==> src/rtl/pli_pkg.sv <==
// Shared types, field widths and codes for the positional list engine.
`default_nettype none

package pli_pkg;

    // Fixed field widths of the request and response transactions
    localparam int OP_W   = 2;
    localparam int POS_W  = 5;
    localparam int VAL_W  = 32;
    localparam int STAT_W = 2;
    localparam int LEN_W  = 5;

    typedef enum logic [OP_W-1:0] {
        OP_INSERT = 2'd0,
        OP_REMOVE = 2'd1,
        OP_PEEK   = 2'd2
    } op_t;

    typedef enum logic [STAT_W-1:0] {
        ST_OK    = 2'd0,
        ST_RANGE = 2'd1,
        ST_EMPTY = 2'd2,
        ST_FULL  = 2'd3
    } status_t;

    // Commands from the controller to the datapath
    typedef struct packed {
        logic accept;
        logic start_walk;
        logic walk_rd;
        logic walk_wr;
        logic ins_wr;
        logic peek_rd;
        logic finish;
    } pli_cmd_t;

    // Status from the datapath to the controller
    typedef struct packed {
        logic            ok;
        logic [OP_W-1:0] op;
        logic            walk_skip;
        logic            walk_last;
        logic            out_free;
    } pli_stat_t;

endpackage

`default_nettype wire

==> src/rtl/pli_req_if.sv <==
// Request channel: operation, position and value with valid/ready.
`default_nettype none

interface pli_req_if;
    import pli_pkg::*;

    logic             valid;
    logic             ready;
    logic [OP_W-1:0]  operation;
    logic [POS_W-1:0] position;
    logic [VAL_W-1:0] item_value;

    modport source (output valid, output operation, output position, output item_value,
                    input ready);
    modport sink   (input valid, input operation, input position, input item_value,
                    output ready);
endinterface

`default_nettype wire

==> src/rtl/pli_rsp_if.sv <==
// Response channel: read value, status and list length with valid/ready.
`default_nettype none

interface pli_rsp_if;
    import pli_pkg::*;

    logic              valid;
    logic              ready;
    logic [VAL_W-1:0]  read_value;
    logic [STAT_W-1:0] status;
    logic [LEN_W-1:0]  list_length;

    modport source (output valid, output read_value, output status, output list_length,
                    input ready);
    modport sink   (input valid, input read_value, input status, input list_length,
                    output ready);
endinterface

`default_nettype wire

==> src/rtl/pli_ram.sv <==
// Generic simple dual-port RAM: one write port, one registered read port.
`default_nettype none

module pli_ram #(
    parameter int WIDTH = 32,
    parameter int DEPTH = 16
) (
    input  logic                     clk,
    input  logic                     wr_en,
    input  logic [$clog2(DEPTH)-1:0] wr_addr,
    input  logic [WIDTH-1:0]         wr_data,
    input  logic                     rd_en,
    input  logic [$clog2(DEPTH)-1:0] rd_addr,
    output logic [WIDTH-1:0]         rd_data
);

    logic [WIDTH-1:0] mem [DEPTH];

    // Write port
    always_ff @(posedge clk)
    begin
        if (wr_en)
        begin
            mem[wr_addr] <= wr_data;
        end
    end

    // Registered read port, holds while idle
    always_ff @(posedge clk)
    begin
        if (rd_en)
        begin
            rd_data <= mem[rd_addr];
        end
    end

endmodule

`default_nettype wire

==> src/rtl/pli_ctrl.sv <==
// Controller state machine: sequences checks, entry moves and the result.
`default_nettype none

module pli_ctrl (
    input  logic                clk,
    input  logic                rst_n,
    input  logic                in_valid,
    output logic                in_ready,
    output pli_pkg::pli_cmd_t   cmd,
    input  pli_pkg::pli_stat_t  stat
);
    import pli_pkg::*;

    typedef enum logic [6:0] {
        S_IDLE    = 7'b0000001,
        S_EVAL    = 7'b0000010,
        S_SH_RD   = 7'b0000100,
        S_SH_WR   = 7'b0001000,
        S_INS_WR  = 7'b0010000,
        S_PEEK_RD = 7'b0100000,
        S_FINISH  = 7'b1000000
    } state_t;

    state_t state_reg;
    state_t state_next;

    assign in_ready = (state_reg == S_IDLE);

    // Next state and command decode
    always_comb
    begin
        state_next = state_reg;
        cmd        = '0;
        unique case (state_reg)
            S_IDLE:
            begin
                cmd.accept = in_valid;
                if (in_valid)
                begin
                    state_next = S_EVAL;
                end
            end
            S_EVAL:
            begin
                if (!stat.ok)
                begin
                    state_next = S_FINISH;
                end
                else
                begin
                    unique case (stat.op)
                        OP_INSERT:
                        begin
                            cmd.start_walk = 1'b1;
                            state_next     = stat.walk_skip ? S_INS_WR : S_SH_RD;
                        end
                        OP_REMOVE:
                        begin
                            cmd.start_walk = 1'b1;
                            state_next     = stat.walk_skip ? S_FINISH : S_SH_RD;
                        end
                        OP_PEEK:
                        begin
                            state_next = S_PEEK_RD;
                        end
                        default:
                        begin
                            state_next = S_FINISH;
                        end
                    endcase
                end
            end
            S_SH_RD:
            begin
                cmd.walk_rd = 1'b1;
                state_next  = S_SH_WR;
            end
            S_SH_WR:
            begin
                cmd.walk_wr = 1'b1;
                if (!stat.walk_last)
                begin
                    state_next = S_SH_RD;
                end
                else if (stat.op == OP_INSERT)
                begin
                    state_next = S_INS_WR;
                end
                else
                begin
                    state_next = S_FINISH;
                end
            end
            S_INS_WR:
            begin
                cmd.ins_wr = 1'b1;
                state_next = S_FINISH;
            end
            S_PEEK_RD:
            begin
                cmd.peek_rd = 1'b1;
                state_next  = S_FINISH;
            end
            S_FINISH:
            begin
                if (stat.out_free)
                begin
                    cmd.finish = 1'b1;
                    state_next = S_IDLE;
                end
            end
            default:
            begin
                state_next = S_IDLE;
            end
        endcase
    end

    // State register
    always_ff @(posedge clk or negedge rst_n)
    begin
        if (!rst_n)
        begin
            state_reg <= S_IDLE;
        end
        else
        begin
            state_reg <= state_next;
        end
    end

`ifndef NO_ASSERTIONS
    a_ready_drops: assert property (@(posedge clk) disable iff (!rst_n)
        in_valid && in_ready |=> !in_ready)
        else $error("ready stayed high after a request transaction");

    a_wr_after_rd: assert property (@(posedge clk) disable iff (!rst_n)
        cmd.walk_wr |-> $past(cmd.walk_rd))
        else $error("entry move write without a preceding read");

    a_finish_free: assert property (@(posedge clk) disable iff (!rst_n)
        cmd.finish |-> stat.out_free)
        else $error("result loaded while the output register was busy");
`endif

endmodule

`default_nettype wire

==> src/rtl/pli_datapath.sv <==
// Datapath: request registers, length counter, walk pointer, entry RAM, result register.
`default_nettype none

module pli_datapath #(
    parameter int CAPACITY   = 16,
    parameter int DATA_WIDTH = 32
) (
    input  logic                        clk,
    input  logic                        rst_n,
    input  logic [pli_pkg::OP_W-1:0]    operation,
    input  logic [pli_pkg::POS_W-1:0]   position,
    input  logic [pli_pkg::VAL_W-1:0]   item_value,
    input  pli_pkg::pli_cmd_t           cmd,
    output pli_pkg::pli_stat_t          stat,
    pli_rsp_if.source                   response
);
    import pli_pkg::*;

    localparam int CW = $clog2(CAPACITY + 1);
    localparam int AW = $clog2(CAPACITY);
    localparam int LW = (CW > POS_W) ? CW : POS_W;
    localparam int WW = (DATA_WIDTH > VAL_W) ? DATA_WIDTH : VAL_W;

    // Request registers
    logic [OP_W-1:0]       op_reg;
    logic [POS_W-1:0]      pos_reg;
    logic [DATA_WIDTH-1:0] val_reg;

    // Control registers
    logic [CW-1:0] count_reg;
    logic [CW-1:0] count_next;
    logic [AW-1:0] ptr_reg;
    logic [AW-1:0] ptr_next;
    logic          out_valid_reg;
    logic          out_valid_next;

    // Result registers
    logic [VAL_W-1:0]  rv_reg;
    status_t           st_reg;
    logic [LEN_W-1:0]  len_reg;

    logic [LW-1:0]         pos_x;
    logic [LW-1:0]         cnt_x;
    logic [LW-1:0]         cnt_next_x;
    logic [AW-1:0]         pos_a;
    logic [AW-1:0]         cnt_a;
    logic [CW-1:0]         cnt_m1;
    logic [AW-1:0]         last_a;
    logic [AW-1:0]         src_a;
    logic                  is_ins;
    logic                  is_rem;
    logic                  is_peek;
    status_t               status_c;
    logic                  ok;
    logic [WW-1:0]         val_wide;
    logic [WW-1:0]         rd_wide;
    logic [VAL_W-1:0]      rv_c;

    logic                  ram_wr_en;
    logic [AW-1:0]         ram_wr_addr;
    logic [DATA_WIDTH-1:0] ram_wr_data;
    logic                  ram_rd_en;
    logic [AW-1:0]         ram_rd_addr;
    logic [DATA_WIDTH-1:0] ram_rd_data;

    assign pos_x   = LW'(pos_reg);
    assign cnt_x   = LW'(count_reg);
    assign pos_a   = pos_x[AW-1:0];
    assign cnt_a   = cnt_x[AW-1:0];
    assign cnt_m1  = count_reg - CW'(1);
    assign last_a  = cnt_m1[AW-1:0];
    assign is_ins  = (op_reg == OP_INSERT);
    assign is_rem  = (op_reg == OP_REMOVE);
    assign is_peek = (op_reg == OP_PEEK);

    // Bounds and fill checks
    always_comb
    begin
        unique case (op_reg)
            OP_INSERT:
            begin
                if (pos_x > cnt_x)
                begin
                    status_c = ST_RANGE;
                end
                else if (count_reg == CW'(CAPACITY))
                begin
                    status_c = ST_FULL;
                end
                else
                begin
                    status_c = ST_OK;
                end
            end
            OP_REMOVE, OP_PEEK:
            begin
                if (count_reg == '0)
                begin
                    status_c = ST_EMPTY;
                end
                else if (pos_x >= cnt_x)
                begin
                    status_c = ST_RANGE;
                end
                else
                begin
                    status_c = ST_OK;
                end
            end
            default:
            begin
                status_c = ST_RANGE;
            end
        endcase
    end

    assign ok = (status_c == ST_OK);

    // Walk source: one entry toward the position for insert, away for remove
    assign src_a = is_ins ? (ptr_reg - AW'(1)) : (ptr_reg + AW'(1));

    assign stat.ok        = ok;
    assign stat.op        = op_reg;
    assign stat.walk_skip = is_ins ? (pos_x == cnt_x) : ((pos_x + LW'(1)) == cnt_x);
    assign stat.walk_last = is_ins ? (src_a == pos_a) : (src_a == last_a);
    assign stat.out_free  = !out_valid_reg || response.ready;

    // Walk pointer holds the destination of the next entry move
    always_comb
    begin
        priority if (cmd.start_walk)
        begin
            ptr_next = is_ins ? cnt_a : pos_a;
        end
        else if (cmd.walk_wr)
        begin
            ptr_next = src_a;
        end
        else
        begin
            ptr_next = ptr_reg;
        end
    end

    // Length update when the result is produced
    always_comb
    begin
        count_next = count_reg;
        if (cmd.finish && ok && is_ins)
        begin
            count_next = count_reg + CW'(1);
        end
        else if (cmd.finish && ok && is_rem)
        begin
            count_next = cnt_m1;
        end
    end

    // RAM port steering
    assign val_wide    = WW'(item_value);
    assign ram_wr_en   = cmd.walk_wr || cmd.ins_wr;
    assign ram_wr_addr = cmd.ins_wr ? pos_a : ptr_reg;
    assign ram_wr_data = cmd.ins_wr ? val_reg : ram_rd_data;
    assign ram_rd_en   = cmd.walk_rd || cmd.peek_rd;
    assign ram_rd_addr = cmd.walk_rd ? src_a : pos_a;

    pli_ram #(
        .WIDTH (DATA_WIDTH),
        .DEPTH (CAPACITY)
    ) u_ram (
        .clk     (clk),
        .wr_en   (ram_wr_en),
        .wr_addr (ram_wr_addr),
        .wr_data (ram_wr_data),
        .rd_en   (ram_rd_en),
        .rd_addr (ram_rd_addr),
        .rd_data (ram_rd_data)
    );

    // Result payload
    assign rd_wide    = WW'(ram_rd_data);
    assign rv_c       = (ok && is_peek) ? rd_wide[VAL_W-1:0] : '0;
    assign cnt_next_x = LW'(count_next);

    assign out_valid_next = cmd.finish ? 1'b1 : (response.ready ? 1'b0 : out_valid_reg);

    // Control registers
    always_ff @(posedge clk or negedge rst_n)
    begin
        if (!rst_n)
        begin
            count_reg     <= '0;
            ptr_reg       <= '0;
            out_valid_reg <= 1'b0;
        end
        else
        begin
            count_reg     <= count_next;
            ptr_reg       <= ptr_next;
            out_valid_reg <= out_valid_next;
        end
    end

    // Request capture
    always_ff @(posedge clk)
    begin
        if (cmd.accept)
        begin
            op_reg  <= operation;
            pos_reg <= position;
            val_reg <= val_wide[DATA_WIDTH-1:0];
        end
    end

    // Result capture
    always_ff @(posedge clk)
    begin
        if (cmd.finish)
        begin
            rv_reg  <= rv_c;
            st_reg  <= status_c;
            len_reg <= cnt_next_x[LEN_W-1:0];
        end
    end

    assign response.valid       = out_valid_reg;
    assign response.read_value  = rv_reg;
    assign response.status      = st_reg;
    assign response.list_length = len_reg;

`ifndef NO_ASSERTIONS
    a_ins_grows: assert property (@(posedge clk) disable iff (!rst_n)
        cmd.finish && ok && is_ins |=> count_reg == $past(count_reg) + CW'(1))
        else $error("successful insert did not grow the list by one");

    a_rem_shrinks: assert property (@(posedge clk) disable iff (!rst_n)
        cmd.finish && ok && is_rem |=> count_reg == $past(count_reg) - CW'(1))
        else $error("successful remove did not shrink the list by one");

    a_ins_wr_ok: assert property (@(posedge clk) disable iff (!rst_n)
        cmd.ins_wr |-> is_ins && ok)
        else $error("new entry written for a request that failed its checks");
`endif

endmodule

`default_nettype wire

==> src/rtl/positional_list_engine_top.sv <==
// Top level of the positional list engine: controller, datapath and channel wiring.
//
// Ordered list of up to CAPACITY values of DATA_WIDTH bits, accessed by position.
// Each request transaction (insert, remove, peek) produces exactly one response
// transaction with the read value, a status code and the new length. One request
// is worked on at a time; a finished response waits in an output register while
// the next request is taken. Entries live in a single RAM with one write and one
// registered read port, and an entry move is a read followed by a write. An insert
// shifts the entries from its position onward up by one place, then writes the new
// value; a remove shifts the later entries down by one; a peek reads one entry; a
// rejected request goes straight to its response. No clearing pass follows reset.
`default_nettype none

module positional_list_engine_top #(
    parameter int CAPACITY   = 16,
    parameter int DATA_WIDTH = 32
) (
    input  logic       clk,
    input  logic       rst_n,
    pli_req_if.sink    request,
    pli_rsp_if.source  response
);
    import pli_pkg::*;

    pli_cmd_t  cmd;
    pli_stat_t stat;
    logic      in_ready;

    assign request.ready = in_ready;

    pli_ctrl u_ctrl (
        .clk      (clk),
        .rst_n    (rst_n),
        .in_valid (request.valid),
        .in_ready (in_ready),
        .cmd      (cmd),
        .stat     (stat)
    );

    pli_datapath #(
        .CAPACITY   (CAPACITY),
        .DATA_WIDTH (DATA_WIDTH)
    ) u_datapath (
        .clk        (clk),
        .rst_n      (rst_n),
        .operation  (request.operation),
        .position   (request.position),
        .item_value (request.item_value),
        .cmd        (cmd),
        .stat       (stat),
        .response   (response)
    );

endmodule

`default_nettype wire
==> src/flat_wrapper.sv <==
// flat-port wrapper written by rule: the top's interface ports become plain ports
module positional_list_engine_top_flat import pli_pkg::*;
#(
    parameter int CAPACITY   = 16,
    parameter int DATA_WIDTH = 32
)
  (clk, rst_n, request_valid, request_operation, request_position, request_item_value, request_ready, response_valid, response_read_value, response_status, response_list_length, response_ready);
  pli_req_if request_i ();
  pli_rsp_if response_i ();
  input  logic clk;
  input  logic rst_n;
  input wire logic [$bits(request_i.valid)-1:0] request_valid;
  input wire logic [$bits(request_i.operation)-1:0] request_operation;
  input wire logic [$bits(request_i.position)-1:0] request_position;
  input wire logic [$bits(request_i.item_value)-1:0] request_item_value;
  output wire logic [$bits(request_i.ready)-1:0] request_ready;
  output wire logic [$bits(response_i.valid)-1:0] response_valid;
  output wire logic [$bits(response_i.read_value)-1:0] response_read_value;
  output wire logic [$bits(response_i.status)-1:0] response_status;
  output wire logic [$bits(response_i.list_length)-1:0] response_list_length;
  input wire logic [$bits(response_i.ready)-1:0] response_ready;
  assign request_i.valid = request_valid;
  assign request_i.operation = request_operation;
  assign request_i.position = request_position;
  assign request_i.item_value = request_item_value;
  assign request_ready = request_i.ready;
  assign response_valid = response_i.valid;
  assign response_read_value = response_i.read_value;
  assign response_status = response_i.status;
  assign response_list_length = response_i.list_length;
  assign response_i.ready = response_ready;
  positional_list_engine_top #(.CAPACITY(CAPACITY), .DATA_WIDTH(DATA_WIDTH)) u_core (.clk(clk), .rst_n(rst_n), .request(request_i), .response(response_i));
endmodule
==> config.mk <==
export PLATFORM = sky130hd
export DESIGN_NAME = positional_list_engine_top_flat
export DESIGN_NICKNAME = d
export VERILOG_FILES = /design/src/rtl/pli_pkg.sv /design/src/rtl/pli_req_if.sv /design/src/rtl/pli_rsp_if.sv /design/src/rtl/pli_ram.sv /design/src/rtl/pli_ctrl.sv /design/src/rtl/pli_datapath.sv /design/src/rtl/positional_list_engine_top.sv /design/src/flat_wrapper.sv
export SDC_FILE = /design/constraint.sdc
export NUM_CORES = 1
export LEC_CHECK = 0
export BUFFER_PORTS_ARGS = -buffer_cell sky130_fd_sc_hd__buf_4
export CORE_MARGIN = 4
export CORE_UTILIZATION = 60
export CTS_BUF_LIST = sky130_fd_sc_hd__clkbuf_8 sky130_fd_sc_hd__clkbuf_16
export CTS_CLUSTER_DIAMETER = 200
export DETAILED_ROUTE_END_ITERATION = 7
export GPL_TIMING_DRIVEN = 1
export PLACE_DENSITY = 0.77
export SYNTH_ARGS = -nofsm -noshare
export SYNTH_HDL_FRONTEND = slang
export SYNTH_HIERARCHICAL = 1
export SYNTH_SLANG_ARGS = --single-unit
==> constraint.sdc <==
create_clock -name clk -period 9.74 [get_ports clk]
set_input_delay 1.948 -clock clk [delete_from_list [all_inputs] [get_ports clk]]
set_output_delay 1.948 -clock clk [all_outputs]
set_load 0.01 [all_outputs]
==> results of run 1 <==
## cell usage after synthesis (2+ instances only)
cell	instances
xnor2_1	14
ha_1	15
a21o_1	3
a31oi_1	3
buf_4	11
xor2_1	6
o21ai_0	9
and2_1	35
a21oi_1	15
inv_1	16
nor2b_1	5
buf_2	8
nor3_1	12
a22oi_1	64
clkbuf_1	25
nand3b_1	3
nand2b_1	6
buf_6	4
nand2_1	46
dfrtp_1	16
nand4_1	4
nor2_1	32
mux2i_1	5
nand3_1	6
or3_1	3
and3_1	2
mux2_2	38
nor4_1	3
edfxtp_1	622
buf_1	12
mux4_2	128
or2_2	2
## cells in the final DEF, fill, tap and decap left out, types with 4 or more instances in the layout
master	Yosys	routed
inv_1	16	30
clkinv_1	0	14
xnor2_1	14	14
xor2_1	6	6
nor2_4	1	14
nor3_1	12	7
ha_1	15	15
mux2i_1	5	5
o21ai_0	9	9
a21oi_1	15	14
nand2b_1	6	6
and2_1	35	34
dfrtp_1	16	16
clkinv_2	0	9
buf_4	11	110
a22oi_1	64	64
nand4_1	4	4
bufinv_16	0	5
edfxtp_1	622	622
mux4_2	128	128
nor2_1	32	19
mux2_2	38	37
nor3_2	0	5
nand3_1	6	6
clkbuf_16	0	60
nand2_1	46	46
## worst paths after layout
path | end | from | depth (start not counted)
setup / recovery | u_core/u_datapath/u_ram/rd_data[6] | u_core/u_ctrl/state_reg[4] | 8
hold / removal | u_core/u_datapath/response.read_value[8] | u_core/u_datapath/u_ram/rd_data[8] | 1
setup reg to reg | u_core/u_datapath/u_ram/rd_data[6] | u_core/u_ctrl/state_reg[4] | 8
hold reg to reg | u_core/u_datapath/response.read_value[8] | u_core/u_datapath/u_ram/rd_data[8] | 1
max in group asynchronous | u_core/u_ctrl/state_reg[0] | rst_n | 1
min in group asynchronous | u_core/u_datapath/cnt_x[1] | rst_n | 1
## cells by family (layout without fill, tap and decap cells)
logic type      Yosys count  count (layout)  synth area share [%]
xor+xnor                 20              20                 0.704
simple gates            169             169                  3.53
compound gates          109             109                  3.11
fa+ha+maj                16              16                 0.835
buf+inv                  76             237                  1.47
mux                     171             171                  13.5
flops                   639             639                  76.8
## area by class of cell
cell class | instances | area [sq um]
sequential | 639 | 19100
clock inverter | 50 | 385
timing repair buffer | 111 | 846
clock buffer | 60 | 1500
inverter | 16 | 60.1
fill | 2468 | 12800
tap | 532 | 666
multi-input combinational | 485 | 5550
## routing by layer
layer / routed length [microns] / up-vias
met4: 1480 / 0
met5: 0 / -
met3: 5080 / 86
met1: 20600 / 6398
li1: - / 5141
met2: 27200 / 689
## power by group through the flow
stage / Combinational (mW) / Sequential, mW / Clock, mW
after floorplan: 0.835 / 3.25 / 0
after global placement: 1.09 / 3.28 / 0
after detailed placement: 1.11 / 3.28 / 0
after CTS: 1.12 / 3.22 / 2.27
after global routing: 1.21 / 3.23 / 2.39
final: 1.11 / 3.22 / 2.23
==> qor.txt, run 1 <==
status - finished clean
WP buf/inv - 1
Post-Syn Instances - 1200
dpl cells - 1783
Max Cap Violations - 0
Tot Pwr - 6.57 mW
clock slew at the register clock pins of the worst setup and hold paths - 60 ps
Detailed Routing Iterations Pass 1 - 5
register area share after synthesis - 76.8%
post-layout util - 68.7%
Achievable Freq - 0.210 GHz
Max clock buf depth - 3
P&R area growth vs syn - 13.1%
Worst Path Max Fanout - 69
Yosys reg bits - 639
# diodes - 0
sw power - 1.69 mW
Biggest register - u_core/u_datapath/u_ram/mem
Setup TNS - 0 ps
largest cells by area after synthesis - edfxtp_1, mux4_2, a22oi_1
global-route wire length before repair - 80900 microns
post-CTS setup buffer count - 0
Die Footprint - 44800 sq um
CTS Hold Bufs - 0
Crit path max-delay family - simple AND/OR/NAND/NOR gates
Sequential Power Share - 49.1%
final worst setup slack - 4970 ps
Chip Width - 212 microns
Layout Skew - 15.5 ps
dpl cell area - 26200 sq um
CTS Buf Count - 60
Post-synth EDFFs - 622
met2 GRT Util - 40.0%
RD Place Congestion - 0.795
CP Launch Type - register
max reg flops - 512
Root Buffer - clkbuf_16
GR Layer Usage met1 - 35.8%
WS Path Type - register to register
Remaining DRCs - 0
critical path's slowest cell - buf_4
Mapped Area - 24900 sq um
WHS - 554 ps
leakage power - 9.21 nW
number of global-route vias before repair - 12400
drt total wl - 54300 microns
Worst Tran Pin Value - 1360 ps
peak supply drop - 0.000205 V
Syn Area/Cell - 20.7 sq um
Top FF cell, synth - edfxtp_1
CTS tree - done
largest net degree at the start of global routing - 129
fin crit period - 4770 ps
via count - 12300
unrepaired setup endpoints after global routing - false
number of nets still failing antenna checks after routing - 0
min-delay worst type - register to register
Finished Layout Cells - 1893
CP cell instances - nor3_1, nand2_1, nor3_1, mux2_4, buf_4, mux4_2, a22oi_1, nand2_1
I/O pin cnt - 84
post-route cell area - 28100 sq um
Nets - 1372
initial antenna violation count - 1
setup violators final - 0
final hold vios - 0
period utilization - 49.0%
met3 Resource Use GR - 4.39%
Critical Path AT - 5140 ps
Starting Density - 60.8%
GR peak layer - met2
Clk pwr share - 34.0%
detailed placement HPWL - 26400 microns
Port Buf Inserts - 83
synth unique cells - 59
area leader, netlist - edfxtp_1
vias per cell - 6.51
R2R setup slack - 4970 ps
Int Pwr - 4.88 mW
Comb pwr share - 16.9%
Die H - 212 microns
Place WS - 5050 ps
clk_lat worst skew - 620 ps
CORE AREA - 40900 sq um
Total GRT Usage - 24.8%
crit-path max cell delay - 930 ps
Pwr per Cell Area - 234 nW/um^2
WL/cell - 28.7 microns
Synth top area share - 75.1%
CTS sink count - 639
Resize count post-CTS - 0
cell row count - 74
Initial DRC Count - 1534
share of layout cells above drive strength 1 - 28.9%
Crit. End Element - register
syn_nets - 1259
Max-slew headroom - 9.62%
Worst Path Required - 10110 ps
H-tree levels - 2
synth warn - 6
switching share of power - 25.7%
total congestion overflow - 0
FFs w/ async S/R, synth - 2.66%
Pins Over Slew Limit - 0
No activity file was read; power rests on OpenSTA's default activity.
==> run 2: changes to the inputs <==
--- a/config.mk
+++ b/config.mk
@@ -7,12 +7,12 @@
 export LEC_CHECK = 0
 export BUFFER_PORTS_ARGS = -buffer_cell sky130_fd_sc_hd__buf_4
 export CORE_MARGIN = 4
-export CORE_UTILIZATION = 60
+export CORE_UTILIZATION = 56
 export CTS_BUF_LIST = sky130_fd_sc_hd__clkbuf_8 sky130_fd_sc_hd__clkbuf_16
 export CTS_CLUSTER_DIAMETER = 200
 export DETAILED_ROUTE_END_ITERATION = 7
 export GPL_TIMING_DRIVEN = 1
-export PLACE_DENSITY = 0.77
+export PLACE_DENSITY = 0.76
 export SYNTH_ARGS = -nofsm -noshare
 export SYNTH_HDL_FRONTEND = slang
 export SYNTH_HIERARCHICAL = 1
==> constraint.sdc (replaced) <==
create_clock -name clk -period 3.9 [get_ports clk]
set_input_delay 0.78 -clock clk [delete_from_list [all_inputs] [get_ports clk]]
set_output_delay 0.78 -clock clk [all_outputs]
set_load 0.01 [all_outputs]
==> qor.txt, run 2 (same netlist as run 1, synthesis figures left out) <==
Max clock buf depth - 3 (unchanged)
dpl cells - 1856 (+4.1%)
Worst Tran Pin Value - 1080 ps (-274 ps)
WL/cell - 26.2 microns (-8.6%)
CTS sink count - 639 (unchanged)
Port Buf Inserts - 83 (unchanged)
total congestion overflow - 0 (unchanged)
CP Launch Type - register
Critical Path AT - 3820 ps (-1320 ps)
Worst Path Max Fanout - 21 (-70%)
share of layout cells above drive strength 1 - 30.2% (+1.3 points)
Nets - 1393 (+1.5%)
Clk pwr share - 33.7% (-0.3 points)
H-tree levels - 2 (unchanged)
Root Buffer - clkbuf_16
max reg flops - 512 (unchanged)
period utilization - 91.1% (+42 points)
global-route wire length before repair - 78800 microns (-2.6%)
Die Footprint - 47800 sq um (+6.9%)
number of global-route vias before repair - 12500 (+1.2%)
Pwr per Cell Area - 579 nW/um^2 (+150%)
commonest cells after routing, fill and taps aside - edfxtp_1, mux4_2, buf_4
clk_lat worst skew - 630 ps (about the same)
I/O pin cnt - 84 (unchanged)
Max Cap Violations - 0 (unchanged)
via count - 12100 (-1.5%)
P&R area growth vs syn - 15.0%
CORE AREA - 43500 sq um (+6.2%)
peak supply drop - 0.000437 V (+110%)
commonest non-fill, non-tap cell in the layout - edfxtp_1
Chip Width - 219 microns (+3.4%)
Detailed Routing Iterations Pass 1 - 5 (unchanged)
Worst Path Required - 4170 ps (-5940 ps)
fin crit period - 3550 ps (-1220 ps)
status - finished clean
sw power - 4.26 mW (+150%)
Die H - 219 microns (+3.4%)
detailed placement HPWL - 29800 microns (+13%)
Sequential Power Share - 48.6% (-0.5 points)
Crit. End Element - register
Total GRT Usage - 22.2% (-2.5 points)
largest net degree at the start of global routing - 40 (-69%)
final worst setup slack - 348 ps (-4620 ps)
Max-slew headroom - 27.7% (+18 points)
Biggest register - u_core/u_datapath/u_ram/mem
Comb pwr share - 17.6% (+0.7 points)
Achievable Freq - 0.281 GHz (+34%)
Int Pwr - 12.3 mW (+150%)
leakage power - 9.39 nW (+1.9%)
Initial DRC Count - 1243 (-19%)
switching share of power - 25.8% (+0.063 points)
setup violators final - 0 (unchanged)
Starting Density - 57.2% (-3.5 points)
Layout Skew - 18.3 ps (+2.77 ps)
Remaining DRCs - 0 (unchanged)
unrepaired setup endpoints after global routing - false
number of nets still failing antenna checks after routing - 0 (unchanged)
CTS tree - done
initial antenna violation count - 0 (-1)
WS Path Type - register to register
vias per cell - 6.16 (-5.3%)
Pins Over Slew Limit - 0 (unchanged)
post-CTS setup buffer count - 0 (unchanged)
min-delay worst type - primary input to register
drt total wl - 51700 microns (-4.9%)
clock slew at the register clock pins of the worst setup and hold paths - 60 ps (about the same)
Finished Layout Cells - 1969 (+4.0%)
final hold vios - 0 (unchanged)
cell row count - 76 (+2.7%)
RD Place Congestion - 0.818 (+2.9%)
CTS Buf Count - 60 (unchanged)
Place WS - 446 ps (-4600 ps)
-- run 2: changes by cell type in the layout (fill, tap and decap cells not counted), moves of 3 or more --
cell,before,now
clkinvlp_4,3,6
buf_4,110,114
nor3_4,0,5
buf_12,1,17
nor3_2,5,0
clkinv_1,14,11
-- run 2: critical path, cell delays in order, from the launching register on --
cell	delay [ps]
dfrtp_1	470
nor2_1	200
nand2_1	170
nor4_2	630
buf_4	480
or2_2	210
nand3b_1	320
nor3_4	250
buf_4	420
-- run 2: what timing repair did --
item / 4_1_cts / 5_1_grt
hold endpoints to repair: 3 / 0
resized for setup: 0 / 0
hold buffers: 1 / 0
-- run 2: layout make-up --
class | instances | area, sq um
clock inverter | 51 | 402
fill | 2734 | 14900
clock buffer | 60 | 1500
antenna | 1 | 2.50
sequential | 639 | 19100
inverter | 16 | 60.1
timing repair buffer | 132 | 1210
multi-input combinational | 485 | 5580
tap | 585 | 732
-- run 2: through the flow --
stage	power [mW]	setup TNS [ps]	utilization [%]	hold slack [ps]	area [sq um]
floorplan	10.2	-17250	-	484	24900
global placement	11.1	0	61.4	537	26700
detailed placement	11.1	0	61.4	544	26700
CTS	16.7	0	65.8	287	28600
global route	17.3	0	65.8	294	28600
finish	16.5	0	65.8	323	28600
-- run 2: metal layers --
metal  routed length [microns]  share of wire [%]  vias up  track usage (%)
met4                      1400                2.7        0             6.43
met2                     25800                 50      528             36.4
met3                      3710                7.2       87             3.88
met1                     20800                 40     6329             31.5
met5                         0                  0        -                0
li1                          -                  -     5191                -
-- run 2: power by group through the flow --
stage / sequential (mW) / clock [mW] / combinational (mW)
6_report: 8.05 / 5.58 / 2.92
3_3_place_gp: 8.18 / 0 / 2.87
4_1_cts: 8.05 / 5.71 / 2.94
3_5_place_dp: 8.19 / 0 / 2.92
5_1_grt: 8.07 / 6.03 / 3.18
2_1_floorplan: 8.12 / 0 / 2.10
-- run 2: final timing paths --
check                                                         from  cells past startpoint                                  endpoint  slack, ps
worst max register to register          u_core/u_ctrl/state_reg[1]                      8        u_core/u_datapath/u_ram/mem[8][12]        350
max in group asynchronous                                    rst_n                      2                u_core/u_ctrl/state_reg[0]       3060
worst max-delay path                    u_core/u_ctrl/state_reg[1]                      8        u_core/u_datapath/u_ram/mem[8][12]        350
worst min register to register  u_core/u_datapath/u_ram/rd_data[3]                      1  u_core/u_datapath/response.read_value[3]        560
min in group asynchronous                                    rst_n                      2                u_core/u_datapath/cnt_x[3]        570
worst min-delay path                        request_item_value[21]                      1             u_core/u_datapath/val_reg[21]        320
